**config.mk**
```make
export PLATFORM = sky130hd
export DESIGN_NAME = vertex_bounds_accumulator_flat
export DESIGN_NICKNAME = d
export VERILOG_FILES = /design/src/rtl/core/vba_pkg.sv /design/src/rtl/core/vba_channels.sv /design/src/rtl/core/vertex_bounds_accumulator.sv /design/src/rtl/core/vba_square_unit.sv /design/src/rtl/core/vba_sqrt_unit.sv /design/src/flat_wrapper.sv
export SDC_FILE = /design/constraint.sdc
export NUM_CORES = 2
export LEC_CHECK = 0
export BUFFER_PORTS_ARGS = -buffer_cell sky130_fd_sc_hd__buf_2
export CORE_MARGIN = 2
export CORE_UTILIZATION = 50
export CTS_CLUSTER_SIZE = 12
export DETAILED_ROUTE_END_ITERATION = 8
export GPL_TIMING_DRIVEN = 0
export HOLD_SLACK_MARGIN = 0.15
export PLACE_DENSITY = 0.68
export SYNTH_ARGS = -nofsm -noshare
export SYNTH_HDL_FRONTEND = slang
export SYNTH_SLANG_ARGS = --single-unit
```
**constraint.sdc**
```tcl
create_clock -name clock -period 18.1 [get_ports clock]
set_input_delay 5.43 -clock clock [delete_from_list [all_inputs] [get_ports clock]]
set_output_delay 5.43 -clock clock [all_outputs]
set_load 0.02 [all_outputs]
```
**src/rtl/core/vba_pkg.sv**
```systemverilog
package vba_pkg;

   localparam int FIELD_WIDTH = 32;
   localparam int COORD_WIDTH_DEFAULT = 32;

   typedef struct packed {
      logic busy;
      logic done;
   } unit_status_type;

endpackage

```
**src/rtl/core/vba_channels.sv**
```systemverilog
interface vba_req_if;
   logic                                valid;
   logic                                ready;
   logic signed [vba_pkg::FIELD_WIDTH-1:0] x_coord;
   logic signed [vba_pkg::FIELD_WIDTH-1:0] y_coord;
   logic signed [vba_pkg::FIELD_WIDTH-1:0] z_coord;
   logic                                last_vertex;

   modport source (output valid, output x_coord, output y_coord, output z_coord,
                   output last_vertex, input ready);
   modport sink (input valid, input x_coord, input y_coord, input z_coord,
                 input last_vertex, output ready);
endinterface

interface vba_rsp_if;
   logic                         valid;
   logic                         ready;
   logic [vba_pkg::FIELD_WIDTH-1:0] radius;
   logic [vba_pkg::FIELD_WIDTH-1:0] half_x;
   logic [vba_pkg::FIELD_WIDTH-1:0] half_y;
   logic [vba_pkg::FIELD_WIDTH-1:0] half_z;

   modport source (output valid, output radius, output half_x, output half_y,
                   output half_z, input ready);
   modport sink (input valid, input radius, input half_x, input half_y,
                 input half_z, output ready);
endinterface

```
**src/rtl/core/vertex_bounds_accumulator.sv**
```systemverilog
// Each vertex beat forms its sum of squares bit-serially, one multiplier bit of
// all three axes per cycle; the next vertex is taken only after that.
// A last-vertex beat then takes the square root, which settles one result bit
// per cycle, before the result beat is offered.
// A new vertex is taken while a result beat waits in the output register.
// Synchronous active-high reset clears all bounds and drops the result valid.
module vertex_bounds_accumulator #(
   parameter int COORD_WIDTH = vba_pkg::COORD_WIDTH_DEFAULT
) (
   input logic  clock,
   input logic  reset,
   vba_req_if.sink   req_bus,
   vba_rsp_if.source rsp_bus
);

   localparam int SQ_WIDTH    = 2 * COORD_WIDTH;
   localparam int FIELD_WIDTH = vba_pkg::FIELD_WIDTH;

   typedef enum logic [1:0] {
      ST_IDLE,
      ST_SQUARE,
      ST_SQRT,
      ST_HOLD
   } state_type;

   state_type               state_ff, state_in;
   logic                    last_ff, last_in;
   logic [COORD_WIDTH-1:0]  max_abs_x_ff, max_abs_x_in;
   logic [COORD_WIDTH-1:0]  max_abs_y_ff, max_abs_y_in;
   logic [COORD_WIDTH-1:0]  max_abs_z_ff, max_abs_z_in;
   logic [SQ_WIDTH-1:0]     max_sq_ff, max_sq_in;
   logic                    rsp_valid_ff, rsp_valid_in;
   logic [FIELD_WIDTH-1:0]  radius_ff, radius_in;
   logic [FIELD_WIDTH-1:0]  half_x_ff, half_x_in;
   logic [FIELD_WIDTH-1:0]  half_y_ff, half_y_in;
   logic [FIELD_WIDTH-1:0]  half_z_ff, half_z_in;

   logic                     accept;
   logic                     rsp_free;
   logic [COORD_WIDTH-1:0]   mag_x, mag_y, mag_z;
   logic [SQ_WIDTH-1:0]      sum_sq;
   logic [SQ_WIDTH-1:0]      sq_max;
   logic [COORD_WIDTH-1:0]   root;
   logic                     rt_start;
   vba_pkg::unit_status_type sq_stat;
   vba_pkg::unit_status_type rt_stat;

   function automatic logic [COORD_WIDTH-1:0] coord_mag(input logic [COORD_WIDTH-1:0] raw);
      return raw[COORD_WIDTH-1] ? (~raw + 1'b1) : raw;
   endfunction

   assign accept   = req_bus.valid && req_bus.ready;
   assign rsp_free = !rsp_valid_ff || rsp_bus.ready;
   assign mag_x    = coord_mag(req_bus.x_coord[COORD_WIDTH-1:0]);
   assign mag_y    = coord_mag(req_bus.y_coord[COORD_WIDTH-1:0]);
   assign mag_z    = coord_mag(req_bus.z_coord[COORD_WIDTH-1:0]);
   assign sq_max   = (sum_sq > max_sq_ff) ? sum_sq : max_sq_ff;
   assign rt_start = (state_ff == ST_SQUARE) && sq_stat.done && last_ff;

   vba_square_unit #(
      .COORD_WIDTH(COORD_WIDTH)
   ) u_square (
      .clock  (clock),
      .reset  (reset),
      .start  (accept),
      .mag_x  (mag_x),
      .mag_y  (mag_y),
      .mag_z  (mag_z),
      .sum_sq (sum_sq),
      .status (sq_stat)
   );

   vba_sqrt_unit #(
      .COORD_WIDTH(COORD_WIDTH)
   ) u_sqrt (
      .clock   (clock),
      .reset   (reset),
      .start   (rt_start),
      .operand (sq_max),
      .root    (root),
      .status  (rt_stat)
   );

   always_comb begin
      state_in     = state_ff;
      last_in      = last_ff;
      max_abs_x_in = max_abs_x_ff;
      max_abs_y_in = max_abs_y_ff;
      max_abs_z_in = max_abs_z_ff;
      max_sq_in    = max_sq_ff;
      rsp_valid_in = rsp_valid_ff && !rsp_bus.ready;
      radius_in    = radius_ff;
      half_x_in    = half_x_ff;
      half_y_in    = half_y_ff;
      half_z_in    = half_z_ff;
      case (state_ff)
         ST_IDLE: begin
            if (accept) begin
               last_in = req_bus.last_vertex;
               if (mag_x > max_abs_x_ff) max_abs_x_in = mag_x;
               if (mag_y > max_abs_y_ff) max_abs_y_in = mag_y;
               if (mag_z > max_abs_z_ff) max_abs_z_in = mag_z;
               state_in = ST_SQUARE;
            end
         end
         ST_SQUARE: begin
            if (sq_stat.done) begin
               max_sq_in = sq_max;
               state_in  = last_ff ? ST_SQRT : ST_IDLE;
            end
         end
         ST_SQRT: begin
            if (rt_stat.done) begin
               state_in = ST_HOLD;
            end
         end
         ST_HOLD: begin
            if (rsp_free) begin
               rsp_valid_in = 1'b1;
               radius_in    = FIELD_WIDTH'(root);
               half_x_in    = FIELD_WIDTH'(max_abs_x_ff);
               half_y_in    = FIELD_WIDTH'(max_abs_y_ff);
               half_z_in    = FIELD_WIDTH'(max_abs_z_ff);
               max_abs_x_in = '0;
               max_abs_y_in = '0;
               max_abs_z_in = '0;
               max_sq_in    = '0;
               state_in     = ST_IDLE;
            end
         end
         default: begin
            state_in = ST_IDLE;
         end
      endcase
   end

   always_ff @(posedge clock) begin
      last_ff   <= last_in;
      radius_ff <= radius_in;
      half_x_ff <= half_x_in;
      half_y_ff <= half_y_in;
      half_z_ff <= half_z_in;
      if (reset) begin
         state_ff     <= ST_IDLE;
         max_abs_x_ff <= '0;
         max_abs_y_ff <= '0;
         max_abs_z_ff <= '0;
         max_sq_ff    <= '0;
         rsp_valid_ff <= 1'b0;
      end else begin
         state_ff     <= state_in;
         max_abs_x_ff <= max_abs_x_in;
         max_abs_y_ff <= max_abs_y_in;
         max_abs_z_ff <= max_abs_z_in;
         max_sq_ff    <= max_sq_in;
         rsp_valid_ff <= rsp_valid_in;
      end
   end

   assign req_bus.ready  = (state_ff == ST_IDLE);
   assign rsp_bus.valid  = rsp_valid_ff;
   assign rsp_bus.radius = radius_ff;
   assign rsp_bus.half_x = half_x_ff;
   assign rsp_bus.half_y = half_y_ff;
   assign rsp_bus.half_z = half_z_ff;

   a_accept_unit_free: assert property (@(posedge clock) disable iff (reset)
      accept |-> !sq_stat.busy && !rt_stat.busy)
      else $error("vertex taken while an arithmetic unit is busy");

   a_units_exclusive: assert property (@(posedge clock) disable iff (reset)
      !(sq_stat.busy && rt_stat.busy))
      else $error("square and root units active together");

   a_result_from_hold: assert property (@(posedge clock) disable iff (reset)
      $rose(rsp_valid_ff) |-> $past(state_ff == ST_HOLD))
      else $error("result beat raised outside the hold state");

   a_cleared_after_result: assert property (@(posedge clock) disable iff (reset)
      $rose(rsp_valid_ff) |-> (max_sq_ff == '0) && (max_abs_x_ff == '0))
      else $error("bounds not cleared after result");

endmodule

```
**src/rtl/core/vba_square_unit.sv**
```systemverilog
module vba_square_unit #(
   parameter int COORD_WIDTH = vba_pkg::COORD_WIDTH_DEFAULT
) (
   input  logic                        clock,
   input  logic                        reset,
   input  logic                        start,
   input  logic [COORD_WIDTH-1:0]      mag_x,
   input  logic [COORD_WIDTH-1:0]      mag_y,
   input  logic [COORD_WIDTH-1:0]      mag_z,
   output logic [2*COORD_WIDTH-1:0]    sum_sq,
   output vba_pkg::unit_status_type    status
);

   localparam int SQ_WIDTH  = 2 * COORD_WIDTH;
   localparam int CNT_WIDTH = $clog2(COORD_WIDTH);

   logic [COORD_WIDTH-1:0] mx_ff, my_ff, mz_ff;
   logic [COORD_WIDTH-1:0] mx_in, my_in, mz_in;
   logic [COORD_WIDTH-1:0] sx_ff, sy_ff, sz_ff;
   logic [COORD_WIDTH-1:0] sx_in, sy_in, sz_in;
   logic [SQ_WIDTH-1:0]    acc_ff, acc_in;
   logic [CNT_WIDTH-1:0]   cnt_ff, cnt_in;
   logic                   busy_ff, busy_in;
   logic                   done_ff, done_in;
   logic [COORD_WIDTH+1:0] part;

   // Multiplier bits leave the shift registers MSB first, one per cycle for all
   // three axes, so the accumulator doubles and adds the selected multiplicands.
   assign part = (sx_ff[COORD_WIDTH-1] ? (COORD_WIDTH+2)'(mx_ff) : '0)
               + (sy_ff[COORD_WIDTH-1] ? (COORD_WIDTH+2)'(my_ff) : '0)
               + (sz_ff[COORD_WIDTH-1] ? (COORD_WIDTH+2)'(mz_ff) : '0);

   always_comb begin
      mx_in   = mx_ff;
      my_in   = my_ff;
      mz_in   = mz_ff;
      sx_in   = sx_ff;
      sy_in   = sy_ff;
      sz_in   = sz_ff;
      acc_in  = acc_ff;
      cnt_in  = cnt_ff;
      busy_in = busy_ff;
      done_in = 1'b0;
      if (start) begin
         mx_in   = mag_x;
         my_in   = mag_y;
         mz_in   = mag_z;
         sx_in   = mag_x;
         sy_in   = mag_y;
         sz_in   = mag_z;
         acc_in  = '0;
         cnt_in  = '0;
         busy_in = 1'b1;
      end else if (busy_ff) begin
         acc_in = {acc_ff[SQ_WIDTH-2:0], 1'b0} + SQ_WIDTH'(part);
         sx_in  = {sx_ff[COORD_WIDTH-2:0], 1'b0};
         sy_in  = {sy_ff[COORD_WIDTH-2:0], 1'b0};
         sz_in  = {sz_ff[COORD_WIDTH-2:0], 1'b0};
         cnt_in = cnt_ff + 1'b1;
         if (cnt_ff == CNT_WIDTH'(COORD_WIDTH - 1)) begin
            busy_in = 1'b0;
            done_in = 1'b1;
         end
      end
   end

   always_ff @(posedge clock) begin
      mx_ff  <= mx_in;
      my_ff  <= my_in;
      mz_ff  <= mz_in;
      sx_ff  <= sx_in;
      sy_ff  <= sy_in;
      sz_ff  <= sz_in;
      acc_ff <= acc_in;
      cnt_ff <= cnt_in;
      if (reset) begin
         busy_ff <= 1'b0;
         done_ff <= 1'b0;
      end else begin
         busy_ff <= busy_in;
         done_ff <= done_in;
      end
   end

   assign sum_sq      = acc_ff;
   assign status.busy = busy_ff;
   assign status.done = done_ff;

endmodule

```
**src/rtl/core/vba_sqrt_unit.sv**
```systemverilog
module vba_sqrt_unit #(
   parameter int COORD_WIDTH = vba_pkg::COORD_WIDTH_DEFAULT
) (
   input  logic                        clock,
   input  logic                        reset,
   input  logic                        start,
   input  logic [2*COORD_WIDTH-1:0]    operand,
   output logic [COORD_WIDTH-1:0]      root,
   output vba_pkg::unit_status_type    status
);

   localparam int SQ_WIDTH  = 2 * COORD_WIDTH;
   localparam int REM_WIDTH = COORD_WIDTH + 2;
   localparam int CNT_WIDTH = $clog2(COORD_WIDTH);

   logic [SQ_WIDTH-1:0]    n_ff, n_in;
   logic [REM_WIDTH-1:0]   rem_ff, rem_in;
   logic [COORD_WIDTH-1:0] root_ff, root_in;
   logic [CNT_WIDTH-1:0]   cnt_ff, cnt_in;
   logic                   busy_ff, busy_in;
   logic                   done_ff, done_in;
   logic [REM_WIDTH-1:0]   rem_shift;
   logic [REM_WIDTH-1:0]   trial;

   // Restoring square root: two operand bits enter the remainder per cycle and
   // one root bit is decided.
   assign rem_shift = {rem_ff[COORD_WIDTH-1:0], n_ff[SQ_WIDTH-1 -: 2]};
   assign trial     = {root_ff, 2'b01};

   always_comb begin
      n_in    = n_ff;
      rem_in  = rem_ff;
      root_in = root_ff;
      cnt_in  = cnt_ff;
      busy_in = busy_ff;
      done_in = 1'b0;
      if (start) begin
         n_in    = operand;
         rem_in  = '0;
         root_in = '0;
         cnt_in  = '0;
         busy_in = 1'b1;
      end else if (busy_ff) begin
         n_in   = {n_ff[SQ_WIDTH-3:0], 2'b00};
         cnt_in = cnt_ff + 1'b1;
         if (rem_shift >= trial) begin
            rem_in  = rem_shift - trial;
            root_in = {root_ff[COORD_WIDTH-2:0], 1'b1};
         end else begin
            rem_in  = rem_shift;
            root_in = {root_ff[COORD_WIDTH-2:0], 1'b0};
         end
         if (cnt_ff == CNT_WIDTH'(COORD_WIDTH - 1)) begin
            busy_in = 1'b0;
            done_in = 1'b1;
         end
      end
   end

   always_ff @(posedge clock) begin
      n_ff    <= n_in;
      rem_ff  <= rem_in;
      root_ff <= root_in;
      cnt_ff  <= cnt_in;
      if (reset) begin
         busy_ff <= 1'b0;
         done_ff <= 1'b0;
      end else begin
         busy_ff <= busy_in;
         done_ff <= done_in;
      end
   end

   assign root        = root_ff;
   assign status.busy = busy_ff;
   assign status.done = done_ff;

endmodule

```
**src/flat_wrapper.sv**
```systemverilog
// flat-port wrapper written by rule: the top's interface ports become plain ports
module vertex_bounds_accumulator_flat 
#(
   parameter int COORD_WIDTH = vba_pkg::COORD_WIDTH_DEFAULT
)
  (clock, reset, req_bus_valid, req_bus_x_coord, req_bus_y_coord, req_bus_z_coord, req_bus_last_vertex, req_bus_ready, rsp_bus_valid, rsp_bus_radius, rsp_bus_half_x, rsp_bus_half_y, rsp_bus_half_z, rsp_bus_ready);
  vba_req_if req_bus_i ();
  vba_rsp_if rsp_bus_i ();
  input logic clock;
  input logic reset;
  input wire logic [$bits(req_bus_i.valid)-1:0] req_bus_valid;
  input wire logic [$bits(req_bus_i.x_coord)-1:0] req_bus_x_coord;
  input wire logic [$bits(req_bus_i.y_coord)-1:0] req_bus_y_coord;
  input wire logic [$bits(req_bus_i.z_coord)-1:0] req_bus_z_coord;
  input wire logic [$bits(req_bus_i.last_vertex)-1:0] req_bus_last_vertex;
  output wire logic [$bits(req_bus_i.ready)-1:0] req_bus_ready;
  output wire logic [$bits(rsp_bus_i.valid)-1:0] rsp_bus_valid;
  output wire logic [$bits(rsp_bus_i.radius)-1:0] rsp_bus_radius;
  output wire logic [$bits(rsp_bus_i.half_x)-1:0] rsp_bus_half_x;
  output wire logic [$bits(rsp_bus_i.half_y)-1:0] rsp_bus_half_y;
  output wire logic [$bits(rsp_bus_i.half_z)-1:0] rsp_bus_half_z;
  input wire logic [$bits(rsp_bus_i.ready)-1:0] rsp_bus_ready;
  assign req_bus_i.valid = req_bus_valid;
  assign req_bus_i.x_coord = req_bus_x_coord;
  assign req_bus_i.y_coord = req_bus_y_coord;
  assign req_bus_i.z_coord = req_bus_z_coord;
  assign req_bus_i.last_vertex = req_bus_last_vertex;
  assign req_bus_ready = req_bus_i.ready;
  assign rsp_bus_valid = rsp_bus_i.valid;
  assign rsp_bus_radius = rsp_bus_i.radius;
  assign rsp_bus_half_x = rsp_bus_i.half_x;
  assign rsp_bus_half_y = rsp_bus_i.half_y;
  assign rsp_bus_half_z = rsp_bus_i.half_z;
  assign rsp_bus_i.ready = rsp_bus_ready;
  vertex_bounds_accumulator #(.COORD_WIDTH(COORD_WIDTH)) u_core (.clock(clock), .reset(reset), .req_bus(req_bus_i), .rsp_bus(rsp_bus_i));
endmodule
```
==> flow_summary.yaml <==
run_status:
  status: "finished clean"
cells_and_area:
  drive_above_1_share: 0.0886
  layout_commonest_cell: "nand2_1"
  fin_util: 0.573
  final_cell_mix: "665 x nand2_1, 385 x edfxtp_1, 325 x inv_1, 305 x dfxtp_1, 265 x ha_1"
  diodes: 0
  area_growth_pct: 13.3
  fin_nets: 4602
floorplan:
  fp.dieH_um: 279
  ios: 231
  die_area_um2: 77800
  start_util: 0.506
  row_count: 100
  coreArea_um2: 74700
  dieWidth_um: 279
synth:
  synth.avg_cell_area_um2: 9.72
  ys_seq_area_frac: 0.467
  synthMuxAreaShare: 0.0541
  syn-instance-count: 3890
  synth_edf_count: 385
  synth_xor_area_frac: 0.0436
  ys_types: 80
  synth_compound_area_frac: 0.139
  ys_ff_latch: 690
  yosys-top-cells-area: "edfxtp_1 31%, dfxtp_1 16%, ha_1 8.8%"
  yosys.area_share.simple: 0.140
  synthFlopType: "edfxtp_1"
  synthAdderAreaFrac: 0.106
  synth.net_count: 4290
  yosys_warnings: 0
  synthesis.area_um2: 37800
  netlist.area_leader.share: 0.306
  synth_top_family_by_area: "simple AND/OR/NAND/NOR gates"
  synth_largest_area_cell: "edfxtp_1"
  async_flop_share: 0
setup_path:
  critical_path_depth: 15
  worstSetupEndpoint: "u_core.max_abs_y_ff[21]"
  critPathMaxFanout: 10
  critPathTopFamily: "simple AND/OR/NAND/NOR gates"
  crit_start: "req_bus_y_coord[6]"
  r2r_start: "u_core.u_square.sz_ff[31]"
  path_buf_inv: 2
  rrSetupSlack_ns: 10.91
  cp.required_ns: 18.64
  cp-start-kind: "input pin"
  worst-setup-path-type: "input pin to flip-flop"
  arrival_ns: 11.38
  rr_endpoint: "u_core.u_square.sum_sq[56]"
  cpPeakStageDelay_ns: 1.00
  endpoint_kind: "flip-flop"
  r2r_cells: 24
  crit_slowest_cell: "nor4b_1"
  crit_chain: "buf_2, or4_1, nor4_1, nand4_1, nand2b_1, nor4b_1, ha_1, nand4_1, nor4_1, a211oi_1, o31ai_1, a211oi_1, a311oi_1, clkbuf_1, mux2i_1"
global_route:
  grtUsageTotal: 0.260
  grt_max_degree: 89
  grt_pass1_wl_mm: 159
  antenna_found_initial: 0
  grt_pass1_vias: 28262
  overflow: 0
routing:
  drt_iter0_markers: 2738
  first_pass_iters: 6
  drc: 0
  vias_per_cell: 5.69
  num_vias: 29792
  drt-total-wl_mm: 102
  ant_nets: 0
  wl_per_cell_um: 19.5
clock_network:
  htree_levels: 3
  clkSinkCount: 690
  cts_resized: 0
  clkLatencyLatePin_ns: 0.64
  cts_tree: "done"
  hold_buffers: 0
  cts_root_buffer: "clkbuf_16"
  clock_path_buffers: 3
  path_clk_slew_ns: 0.06
  cts_setup_buffers: 0
  numCtsBuffers: 76
pwr:
  p_per_area_nw_per_um2: 117
  leakage_nw: 17.6
  ir_drop_v: 0.0000686
sta:
  drv_slew: 0
  max_freq_mhz: 92.2
  fin_crit_sh: 0.599
  period_needed_ns: 10.84
  grt_setup_unrepaired: "false"
  finalHoldViolCount: 0
  clock_skew_ns: 0.0322
  setup-violations-final: 0
  slew_headroom: 0.0812
  final.setup.tns_ns: 0
  tightest_slew_ns: 1.36
placement:
  dp_hpwl_mm: 76.7
  io_buffers: 229
  gp_congestion: 0.910
flow_run:
  drv_cap: 0
hold_path:
  min-delay-start: "u_core.max_abs_x_ff[18]"
  hold_class: "flip-flop to flip-flop"
cells in the mapped netlist (all sizes together), types with 66 or more instances:
cell type,instances
mux2i,203
a21oi,164
clkbuf,157
xor2,73
ha,265
dfxtp,305
nand2,665
nand4,68
a22o,66
o21ai,268
nor2,179
xnor2,115
a21o,115
inv,329
edfxtp,385
area by class of cell:
cell class / instances / area (um2)
inverter: 330 / 1250
timing repair buffer: 234 / 1260
multi-input combinational: 2696 / 18200
clock buffer: 117 / 2310
fill: 6582 / 31900
sequential: 690 / 17700
buffer: 174 / 671
tap: 969 / 1210
clock inverter: 25 / 220
how the worst min path moves through the flow:
stage | to | slack, ns | cells past startpoint
3_3_place_gp | u_core.rsp_bus.half_z[14] | 0.44 | 0
6_report | u_core.rsp_bus.half_x[18] | 0.45 | 0
2_1_floorplan | u_core.rsp_bus.radius[31] | 0.43 | 0
3_5_place_dp | u_core.rsp_bus.half_y[5] | 0.44 | 0
4_1_cts | u_core.rsp_bus.half_x[18] | 0.44 | 0
5_1_grt | u_core.rsp_bus.half_x[18] | 0.46 | 0
worst reg2reg max path: stages (launching register included):
cell	delay, ns
edfxtp_1	0.42
clkbuf_1	0.38
nand2_1	0.26
fa_1	0.54
inv_1	0.04
ha_1	0.27
clkbuf_1	0.27
and4_1	0.29
and2_1	0.17
a2111oi_0	0.07
nor2_1	0.18
nor3_1	0.09
a21oi_1	0.18
o21ai_0	0.13
o311ai_0	1.11
ha_1	0.24
clkbuf_1	0.33
a21oi_1	0.14
and2_1	0.21
a22o_1	0.24
o31ai_2	0.72
buf_2	0.39
nand4_1	0.14
xor2_1	0.19
o22ai_1	0.08
through the flow:
step / cells / hold slack (ns) / total power, mW / cell area [um2] / setup WS (ns)
final: 5235 / 0.445 / 5.00 / 42800 / 7.26
after global routing: 5235 / 0.460 / 5.26 / 42800 / 7.04
after CTS: 5235 / 0.440 / 5.00 / 42800 / 7.35
after detailed placement: 5093 / 0.443 / 3.42 / 40300 / 6.74
after global placement: 5088 / 0.440 / 3.40 / 40200 / 4.21
after floorplan: 3890 / 0.429 / 3.02 / 37800 / 8.29
kinds of logic (layout without fill, tap and decap cells):
| logic type | after synthesis | in the layout |
|---|---|---|
| AOI/OAI and AO/OA | 813 | 813 |
| and+or+nand+nor | 1192 | 1192 |
| DFF | 690 | 690 |
| buffers and inverters | 504 | 880 |
| xor gates and xnor gates | 188 | 188 |
| muxes | 204 | 204 |
| adders and majority gates | 299 | 299 |
report_power, final:
group	internal (mW)	switching, mW
clock	0.926	0.643
combinational	0.594	0.920
sequential	1.79	0.121
total	3.31	1.68
metal layers:
metal / vias to the layer above / global-route usage / part of all wire
li1: 14393 / - / -
met1: 14315 / 0.366 / 0.46
met5: - / 0 / 0
met2: 936 / 0.413 / 0.45
met4: 0 / 0.0863 / 0.030
met3: 148 / 0.0364 / 0.062
No activity file was read; power rests on OpenSTA's default activity.
